$ cat src/hw/rtl/mdtri_pkg.sv
// Package for the multi-domain trace request issuer: sizes, op codes,
// controller states and the controller/datapath command and status structs.
// No dependencies.
`timescale 1ns / 1ps
`default_nettype none
package mdtri_pkg;
  localparam int unsigned Domains    = 4;
  localparam int unsigned TraceDepth = 1024;
  localparam int unsigned AddrBits   = 32;
  localparam int unsigned DomW       = $clog2(Domains);
  localparam int unsigned IdxW       = $clog2(TraceDepth);
  localparam int unsigned MemAw      = DomW + IdxW;
  localparam int unsigned LenW       = IdxW + 1;
  localparam int unsigned CfgIdxW    = 3;

  localparam logic [1:0] OpWrite  = 2'd0;
  localparam logic [1:0] OpStart  = 2'd1;
  localparam logic [1:0] OpTick   = 2'd2;
  localparam logic [1:0] OpUnused = 2'd3;

  localparam logic [CfgIdxW-1:0] CfgDomains = 3'd0;
  localparam logic [CfgIdxW-1:0] CfgLimit   = 3'd1;
  localparam logic [CfgIdxW-1:0] CfgMode    = 3'd2;
  localparam logic [CfgIdxW-1:0] CfgLen0    = 3'd3;
  localparam logic [CfgIdxW-1:0] CfgLen1    = 3'd4;
  localparam logic [CfgIdxW-1:0] CfgLen2    = 3'd5;
  localparam logic [CfgIdxW-1:0] CfgLen3    = 3'd6;

  typedef enum logic [3:0] {
    StIdle, StStartRd, StStartLd, StVisit, StLoad, StStore, StAdvance,
    StFetchRd, StFetchLd, StStatus
  } ctrl_state_e;

  typedef struct packed {
    logic           start_clear;  // clear per-domain state, pointer, count
    logic           sel_cur;      // latch a domain from the walk pointer
    logic           set_dom;      // latch domain from dom_val
    logic [DomW-1:0] dom_val;
    logic           mem_rd;       // read entry of current domain
    logic           mem_ld;       // load read data into current domain
    logic           bubble_dec;
    logic           issue_load;
    logic           issue_store;
    logic           advance;      // step entry index, wrap / finish
    logic           status;
  } ctrl_cmd_t;

  typedef struct packed {
    logic           done;
    logic           finished;
    logic           has_bubble;
    logic           ld_wait;
    logic           st_wait;
    logic           acc;
    logic           limit_hit;
    logic           finish_now;   // advance would finish the domain
    logic           interleaved;  // walk mode register
    logic [DomW-1:0] cur;
    logic [DomW:0]  n_act;
  } ctrl_sts_t;
endpackage
`default_nettype wire

$ cat src/hw/rtl/mdtri_ctrl.sv
// Controller: sequences start replay, the domain walk of a tick and the
// status result. Uses mdtri_pkg; drives mdtri_datapath by command struct.
`timescale 1ns / 1ps
`default_nettype none
module mdtri_ctrl
  import mdtri_pkg::*;
(
  input  wire logic       clk_i,
  input  wire logic       rst_ni,
  input  wire logic       go_i,
  input  wire logic [1:0] op_i,
  input  wire logic       rr_i,
  input  wire ctrl_sts_t  sts_i,
  output ctrl_cmd_t       cmd_o,
  output logic            busy_o
);
  ctrl_state_e state_q, state_d;
  logic [DomW:0] cnt_q, cnt_d;   // domains tried / start index

  always_ff @(posedge clk_i or negedge rst_ni) begin
    if (!rst_ni) begin
      state_q <= StIdle;
      cnt_q   <= '0;
    end else begin
      state_q <= state_d;
      cnt_q   <= cnt_d;
    end
  end

  always_comb begin
    logic more;
    more    = (cnt_q + (DomW+1)'(1)) < sts_i.n_act;
    state_d = state_q;
    cnt_d   = cnt_q;
    cmd_o   = '0;
    busy_o  = state_q != StIdle;
    unique case (state_q)
      StIdle: begin
        if (go_i) begin
          cnt_d = '0;
          unique case (op_i)
            OpStart: begin
              cmd_o.start_clear = 1'b1;
              cmd_o.set_dom = 1'b1;
              state_d = StStartRd;
            end
            OpTick: state_d = sts_i.done ? StStatus : StVisit;
            default: state_d = StStatus;
          endcase
          if (op_i == OpTick && !sts_i.done) cmd_o.sel_cur = 1'b1;
        end
      end
      StStartRd: begin
        cmd_o.mem_rd = 1'b1;
        state_d = StStartLd;
      end
      StStartLd: begin
        cmd_o.mem_ld = 1'b1;
        if (more) begin
          cnt_d = cnt_q + (DomW+1)'(1);
          cmd_o.set_dom = 1'b1;
          cmd_o.dom_val = DomW'(cnt_d);
          state_d = StStartRd;
        end else begin
          state_d = StStatus;
        end
      end
      StVisit: begin
        if (sts_i.finished) state_d = StAdvance;
        else if (sts_i.has_bubble) begin
          cmd_o.bubble_dec = 1'b1;
          state_d = rr_i ? StStatus : StAdvance;
        end else state_d = StLoad;
        // the StAdvance choice above is replaced here by the "next domain" step
        if (sts_i.finished || (sts_i.has_bubble && !rr_i)) begin
          state_d = more ? StVisit : StStatus;
          if (more) begin
            cnt_d = cnt_q + (DomW+1)'(1);
            cmd_o.sel_cur = 1'b1;
          end
        end
      end
      StLoad: begin
        if (sts_i.ld_wait && !sts_i.acc) begin
          state_d = (rr_i || !more) ? StStatus : StVisit;
          if (!rr_i && more) begin
            cnt_d = cnt_q + (DomW+1)'(1);
            cmd_o.sel_cur = 1'b1;
          end
        end else if (sts_i.ld_wait) begin
          cmd_o.issue_load = 1'b1;
          state_d = StStore;
        end else state_d = StStore;
      end
      StStore: begin
        if (sts_i.limit_hit) state_d = StStatus;
        else if (sts_i.st_wait && !sts_i.acc) begin
          state_d = (rr_i || !more) ? StStatus : StVisit;
          if (!rr_i && more) begin
            cnt_d = cnt_q + (DomW+1)'(1);
            cmd_o.sel_cur = 1'b1;
          end
        end else if (sts_i.st_wait) begin
          cmd_o.issue_store = 1'b1;
          state_d = StAdvance;
        end else state_d = StAdvance;
      end
      StAdvance: begin
        if (sts_i.limit_hit) state_d = StStatus;
        else begin
          cmd_o.advance = 1'b1;
          state_d = sts_i.finish_now ? StFetchLd : StFetchRd;
          if (sts_i.finish_now) begin
            // finished: no fetch, continue the walk in either mode
            state_d = more ? StVisit : StStatus;
            if (more) begin
              cnt_d = cnt_q + (DomW+1)'(1);
              cmd_o.sel_cur = 1'b1;
            end
          end
        end
      end
      StFetchRd: begin
        cmd_o.mem_rd = 1'b1;
        state_d = StFetchLd;
      end
      StFetchLd: begin
        cmd_o.mem_ld = 1'b1;
        state_d = (rr_i || !more) ? StStatus : StVisit;
        if (!rr_i && more) begin
          cnt_d = cnt_q + (DomW+1)'(1);
          cmd_o.sel_cur = 1'b1;
        end
      end
      StStatus: begin
        cmd_o.status = 1'b1;
        state_d = StIdle;
      end
      default: state_d = StIdle;
    endcase
  end
endmodule
`default_nettype wire

$ cat config.mk
export PLATFORM = sky130hd
export DESIGN_NAME = mdtri_ctrl
export DESIGN_NICKNAME = d
export VERILOG_FILES = /design/src/hw/rtl/mdtri_pkg.sv /design/src/hw/rtl/mdtri_ctrl.sv
export SDC_FILE = /design/constraint.sdc
export NUM_CORES = 1
export LEC_CHECK = 0
export ABC_AREA = 1
export BUFFER_PORTS_ARGS = -buffer_cell sky130_fd_sc_hd__buf_2
export CORE_MARGIN = 2
export CORE_UTILIZATION = 35
export CTS_CLUSTER_SIZE = 40
export DETAILED_ROUTE_END_ITERATION = 10
export HOLD_SLACK_MARGIN = 0.05
export PLACE_DENSITY = 0.6
export SLEW_MARGIN = 25
export SYNTH_ARGS = -nofsm -noshare
export SYNTH_HDL_FRONTEND = slang
export SYNTH_SLANG_ARGS = --single-unit
$ cat constraint.sdc
create_clock -name clk_i -period 1.8 [get_ports clk_i]
set_input_delay 0.18 -clock clk_i [delete_from_list [all_inputs] [get_ports clk_i]]
set_output_delay 0.18 -clock clk_i [all_outputs]
set_load 0.02 [all_outputs]
Yosys cells after proc, flatten, opt, wreduce, memory -nomap -nowiden
Cells that the tools add are included.
{"block": "op_classes", "addsub": 1, "n_mul": 0, "div": 0, "magnitude_cmp": 1, "n_eq_ne": 18, "shifts": 0, "n_mux": 57, "bitwise": 0, "n_reduce_logical": 17}
{"cell": "$mux W4", "count": 14}
{"cell": "$pmux W4 S9", "count": 1}
{"cell": "$mux W3", "count": 11}
{"cell": "$mux W1", "count": 26}
{"cell": "$pmux W3 S7", "count": 1}
{"cell": "$eq A4 B3 Y1 const B", "count": 4}
{"cell": "$ne A2 B2 Y1 const B", "count": 7}
{"cell": "$eq A4 B2 Y1 const B", "count": 2}
{"cell": "$eq A4 B4 Y1 const B", "count": 2}
{"cell": "$pmux W4 S2", "count": 1}
{"cell": "$reduce_and A8 Y1", "count": 1}
{"cell": "$reduce_bool A7 Y1", "count": 1}
{"cell": "$pmux W1 S6", "count": 1}
{"cell": "$logic_and A1 B1 Y1", "count": 5}
{"cell": "$eq A4 B1 Y1 const B", "count": 1}
{"cell": "$logic_not A1 Y1", "count": 4}
{"cell": "$logic_not A4 Y1", "count": 1}
{"cell": "$reduce_bool A4 Y1", "count": 1}
{"cell": "$reduce_or A2 Y1", "count": 2}
{"cell": "$add A3 B1 Y3 const B", "count": 1}
{"cell": "$lt A3 B3 Y1", "count": 1}
{"cell": "$eq A2 B1 Y1 const B", "count": 1}
{"cell": "$eq A2 B2 Y1 const B", "count": 1}
{"cell": "$logic_or A1 B1 Y1", "count": 2}
{"cell": "2 further kinds", "count": 2}
{"block": "totals", "ff_bits": 7, "latchBits": 0, "mem_bits_rw": 0, "mem_bits_ro": 0, "input_bits": 20, "out_inout_bits": 13, "wordCells": 96, "n_memories": 0}

Logic depth before layout (Yosys ltp)
Gate-level depths: netlist of the first run.
{"block": "logic_depth", "word_depth": 8, "mapped_depth": 14, "ltp_nobuf": 14}

Least setup slack after synthesis of the first run
Ideal clock, no wire load.
{"block": "synth_path", "path_type": "register to output", "start": "register cnt_q[0]", "end": "output port cmd_o[10] (netlist name)", "arrival_time_ns": 1.839, "t_required_ns": 1.620, "path_slack_ns": -0.219, "stages_incl_launch_ff": 10, "n_path_buf": 0, "path_cell_list": "dfrtp_1 ha_1 xnor2_1 inv_1 ha_1 a21oi_1 nand3_1 inv_1 nand3_1 nand4_1"}
{"element": "start: declaration", "line_no": "mdtri_ctrl.sv:18", "source": "logic [DomW:0] cnt_q, cnt_d;"}
{"element": "start signal: assignment", "line_no": "mdtri_ctrl.sv:26", "source": "cnt_q <= cnt_d;"}
{"element": "end: declaration", "line_no": "mdtri_ctrl.sv:14", "source": "output ctrl_cmd_t cmd_o,"}

==> results of run 1 <==
## worst paths after layout
path                                 startpoint                endpoint  slack (ps)  depth (start not counted)
setup / recovery           cnt_q[1]$_DFFE_PN0P_               cmd_o[10]        -470                         12
hold / removal                           rst_ni  state_q[1]$_DFFE_PN0N_         300                          2
setup reg to reg           cnt_q[1]$_DFFE_PN0P_    cnt_q[0]$_DFFE_PN0P_        -410                         14
hold reg to reg            cnt_q[1]$_DFFE_PN0P_    cnt_q[1]$_DFFE_PN0P_         490                          2
max in group asynchronous                rst_ni  state_q[0]$_DFFE_PN0N_        1340                          2
min in group clk_i                     sts_i[6]  state_q[2]$_DFFE_PN0N_         320                          4
## per-stage QoR
stage / setup TNS (ps) / hold WS (ps) / total power (uW) / setup WS (ps) / cells
3_5_place_dp: -2053 / 21.70 / 1674 / -250.0 / 243
2_1_floorplan: -536.0 / -115.6 / 1288 / -124.5 / 178
5_1_grt: -4575 / 289.0 / 2331 / -633.7 / 255
4_1_cts: -2890 / 295.3 / 1941 / -469.9 / 252
6_report: -3368 / 295.9 / 2120 / -468.7 / 255
3_3_place_gp: -1617 / 17.10 / 1655 / -211.0 / 243
## final cells by class
class	count	area [um2]
fillers	296	1289
multi-input cells	140	843.3
repair buffers	42	262.8
flip-flops and latches	7	178.9
inverters	31	118.9
well taps	31	38.79
clock buffers	4	26.28
## critical path, cell delays in order, from the launching register on
cell and delay (ps):
dfrtp_1 380, ha_2 200, xnor2_2 190, inv_2 60, ha_4 290, nand2_2 50
inv_2 70, nand2_4 60, nand3_4 90, inv_4 50, a22oi_2 120, nand4_1 130
buf_6 150
## cell families after synthesis
kind of cell	synth area share (%)
fa+ha+maj	3.718
xor+xnor	0.8676
buf+inv	11.52
flops	17.35
simple gates	61.22
compound gates	5.329
## state kept, by name, summed over array words and instances, names as in the netlist
register	flops
cnt_q	3
state_q	4
## metal layers
metal	track usage (%)	vias to the layer above	routed length [um]
li1	-	650	-
met3	4.688	4	182
met4	3.654	0	34
met5	0	-	0
met2	33.93	47	1567
met1	23.48	568	1279
## cell usage after synthesis (all sizes together)
cell    number
a22oi        1
and3         1
ha           3
xnor2        1
nor2        35
nand4        4
o22ai        1
o21ai        2
nor3b        1
or2          1
nand3b       2
inv         30
nand3       23
nand2       59
dfrtp        7
clkinv       1
a21oi        6
## power by group through the flow
stage / clock (uW) / sequential (uW) / combinational, uW
after CTS: 151 / 310 / 1480
after floorplan: 0 / 304 / 984
final: 141 / 317 / 1660
after global placement: 0 / 311 / 1340
after global routing: 163 / 324 / 1840
after detailed placement: 0 / 313 / 1360
## timing repair
action,4_1_cts,5_1_grt
hold endpoints to repair,7,0
hold buffers,1,0
pin swaps,7,11
resized for setup,13,20
buffers inserted,4,3
setup endpoints to repair,9,10
==> flow_summary.ini, run 1 <==
[global_route]
grt_pass1_wl_um = 4940
grt_start_max_net_pins = 10
grt_pass1_vias = 1188
grt_use_total_pct = 19.10
gr-total-overflow = 0
antenna_found_initial = 0

[timing]
final-setup-viol-count = 9
tightestPinTransition_ps = 325.6
timing.max_slew.rel_slack_pct = 78.29
final_hold_vios = 0
max_freq_ghz = 0.4408
timing.final.crit_period_ps = 2269
finalMaxSlewViolations = 0
grt_setup_unrepaired = true
layout_worst_path_cycle_share_pct = 126.0
clock_skew_ps = 2.456
layout_setup_ws_ps = -468.7

[die]
floorplan.core_area_mm2 = 0.002758
floorplan.die.height_um = 57.71
die_w_um = 57.71
boundaryPins = 33
die_area_mm2 = 0.003330
initial_utilization_pct = 36.62
floorplan.rows = 19

[yosys]
yosys_warnings = 0
mean_area_per_synthesized_cell_um2 = 5.673
synth.net_count = 201
synth.top_cells.by_area = nand2_1, dfrtp_1, nand3_1
synth_cells = 178
synth_area_leader_cell = nand2_1
synth_largest_type_area_fraction_pct = 19.33
synth.yosys.seq_area_share_pct = 17.35
synth.ff_latch_count = 7
mappedNetlistArea_mm2 = 0.001010
synth.distinct_cells = 23

[power]
netSwitchingFraction_pct = 54.94
p_comb_share_pct = 78.4
clk_network_pwr_share_pct = 6.6
switchingPower_uw = 1165
cell_internal_pwr_uw = 955.1
seq_power_share_pct = 14.9
static-leakage-power_uw = 0.0008561
power_per_cell_area_mw_per_mm2 = 1443
irDropWorstVdd_mv = 0.9551

[layout]
design.final.nets = 248
flow.area_growth_from_synthesis_pct = 45.48
num_antenna_cells = 0
most_frequent_cells_in_the_layout = nand2_1, buf_2, inv_1
fin_area_mm2 = 0.001469
most_common_cell_after_layout_fill_and_taps_aside = nand2_1
drive_gt1_share_pct = 42.41
final_core_util_pct = 53.27

[detailed_routing]
postRouteAntennaNets = 0
drt-initial-drc-count = 34
vias = 1269
post_route_drc_violation_count = 0
detailedRoute.firstPassIterationCount = 4
wire_length_reported_by_the_detailed_router_um = 3062
routedWlPerCell_um = 12.01
detail_route.vias_per_cell = 4.976

[flow_run]
cap_violations = 0

[clock_network]
tritoncts_clock_tree = built
cts_num_sinks = 7
cts-root-to-sink-buffers = 2
h-tree-depth = 1
clk_pin_slew_worst_paths_ps = 50
clock_latency_reported_for_the_late_side_of_the_worst_skew_pair_ps = 250
clock_tree.root_cell = clkbuf_4
cts_buffers = 3

[placed_design]
detailed_place.area_mm2 = 0.001267
portBuffers = 29
gpl.final_weighted_congestion = 0.9479
post_detailed_placement_half_perimeter_wirelength_um = 2519

[critical_path]
crit_type = reg2out
critPathLaunchType = flop
timing.critical_path.fanout_max = 4
timing.critical_path.required_ps = 1620
timing.critical_path.to_type = primary output
arrival_ps = 2090

[run_status]
run_status = complete, but fails checks
failed_checks = negative setup slack

[min_path]
hold_class = in2async
No activity file was read; power rests on OpenSTA's default activity.
==> run 2: changes to the inputs <==
- BUFFER_PORTS_ARGS: -buffer_cell sky130_fd_sc_hd__buf_2 -> unset
- DONT_BUFFER_PORTS: unset -> 1
- PLACE_DENSITY: 0.6 -> 0.5
- SKIP_CTS_REPAIR_TIMING: unset -> 1
==> flow_summary.ini, run 2 (same netlist as run 1, synthesis figures left out) <==
[run_status]
run_status = complete, but fails checks
failed_checks = negative setup slack

[global_route]
grt_use_total_pct = 18.06
grt_pass1_vias = 1084
antenna_found_initial = 0
grt_start_max_net_pins = 11
grt_pass1_wl_um = 4740
gr-total-overflow = 0

[detailed_routing]
postRouteAntennaNets = 0
vias = 1140
routedWlPerCell_um = 12.76
wire_length_reported_by_the_detailed_router_um = 2872
drt-initial-drc-count = 58
detailedRoute.firstPassIterationCount = 4
post_route_drc_violation_count = 0
detail_route.vias_per_cell = 5.067

[layout]
design.final.nets = 218
drive_gt1_share_pct = 30.93
area.sequential_um2 = 175.2
multiInputGateArea_um2 = 824.5
non_filler_instances = 225
flow.area_growth_from_synthesis_pct = 27.14
largest_register_ff_count = 4
largestRegisters = state_q: 4 flops, cnt_q: 3 flops
num_antenna_cells = 0
most_common_cell_after_layout_fill_and_taps_aside = nand2_1
largest_register = state_q
most_frequent_cells_in_the_layout = nand2_1, inv_1, nor2_1
filler_cell_count = 308
fin_area_mm2 = 0.001284

[clock_network]
clock_latency_reported_for_the_late_side_of_the_worst_skew_pair_ps = 240
clk_pin_slew_worst_paths_ps = 50
cts_num_sinks = 7
cts_buffers = 3
h-tree-depth = 1
cts-root-to-sink-buffers = 2
clock_tree.root_cell = clkbuf_4
tritoncts_clock_tree = built

[die]
die_area_mm2 = 0.003330
floorplan.rows = 19
initial_utilization_pct = 36.62
boundaryPins = 33
die_w_um = 57.71
floorplan.core_area_mm2 = 0.002758
floorplan.die.height_um = 57.71

[critical_path]
rr_startpoint = cnt_q[0]$_DFFE_PN0P_
cells_traversed_along_the_worst_timing_path = ha_2 > xnor2_2 > inv_2 > ha_4 > nand2_2 > inv_2 > nand2_4 > nand3_4 > inv_4 > a22oi_2 > nand4_1 > buf_4
slowest_delay_ps = 380
crit_path_top_delay_cell = dfrtp_1
crit_type = reg2out
crit_path_start = cnt_q[0]$_DFFE_PN0P_
timing.critical_path.buf_inv = 4
timing.critical_path.fanout_max = 4
timing.critical_path.required_ps = 1620
arrival_ps = 2080
critPathTopFamily = adder cells
critPathLaunchType = flop
timing.critical_path.to_type = primary output
critPathMostFrequentCell = inv_2

[min_path]
hold_class = in2reg
hold_start = sts_i[6]

[timing]
tightestPinTransition_ps = 469.7
layout_worst_path_cycle_share_pct = 125.4
timing.max_slew.rel_slack_pct = 69.14
final-setup-viol-count = 9
max_freq_ghz = 0.4432
clock_skew_ps = 0.2776
final_hold_vios = 0
grt_setup_unrepaired = true
finalMaxSlewViolations = 0
timing.final.crit_period_ps = 2256
layout_setup_ws_ps = -456.4

[power]
total_power_uw = 1970
power_per_cell_area_mw_per_mm2 = 1535
static-leakage-power_uw = 0.0007116
irDropWorstVdd_mv = 0.8622

[placed_design]
detailed_place.area_mm2 = 0.001145
post_detailed_placement_half_perimeter_wirelength_um = 2389
portBuffers = 0
gpl.final_weighted_congestion = 0.8664
place.detailed.instances = 217

[flow_run]
cap_violations = 0
[run 2: changes by cell type in the layout (fill, tap and decap cells not counted), moves of 2 or more]
| cell | delta |
|---|---|
| nand3_2 | -2 |
| dfrtp_2 | -3 |
| buf_2 | -25 |
| nand2_4 | -2 |
| buf_4 | -5 |
| dfrtp_1 | +3 |
[run 2: final cells by class]
type | count | share of cell area [%]
repair buffers | 12 | 7.797
clock buffers | 4 | 2.047
multi-input cells | 140 | 64.23
well taps | 31 | 3.021
inverters | 31 | 9.259
flip-flops and latches | 7 | 13.65
[run 2: layer usage]
| metal | wire (um) | up-vias | global-route usage, % |
|---|---|---|---|
| li1 | - | 595 | - |
| met1 | 1307 | 512 | 23.28 |
| met2 | 1394 | 31 | 31.17 |
| met3 | 146 | 2 | 3.795 |
| met4 | 24 | 0 | 3.654 |
| met5 | 0 | - | 0 |
[run 2: path summary, 6_finish.rpt]
check	to	slack, ps	cells past startpoint
max	cmd_o[10]	-460	12
max reg2reg	cnt_q[1]$_DFFE_PN0P_	-310	13
min reg2reg	cnt_q[1]$_DFFE_PN0P_	490	2
max in group asynchronous	cnt_q[2]$_DFFE_PN0P_	1280	1
min	state_q[2]$_DFFE_PN0N_	220	3
min in group asynchronous	state_q[2]$_DFFE_PN0N_	270	1
[run 2: through the flow]
| step | hold WS [ps] | worst slack, ps | setup TNS (ps) | utilization, % |
|---|---|---|---|---|
| finish | 215.0 | -456.4 | -2770 | 46.55 |
| global route | 219.6 | -557.5 | -3896 | 46.55 |
| CTS | -378.9 | -535.6 | -3170 | 42.47 |
| detailed placement | -115.5 | -260.3 | -2018 | 41.52 |
| global placement | -115.5 | -219.3 | -1446 | 41.52 |
| floorplan | -115.6 | -124.5 | -536.0 | - |
[run 2: tightest hold or removal path, cell delays in order]
cell,delay (ps)
inv_1,50
nand2_1,70
nand4_1,110
[run 2: power by group]
group | leakage (uW) | internal, uW | switching, uW
registers | 0.0000923 | 214 | 94.7
clock network | 0.0000150 | 84.3 | 53.2
logic | 0.000604 | 558 | 966
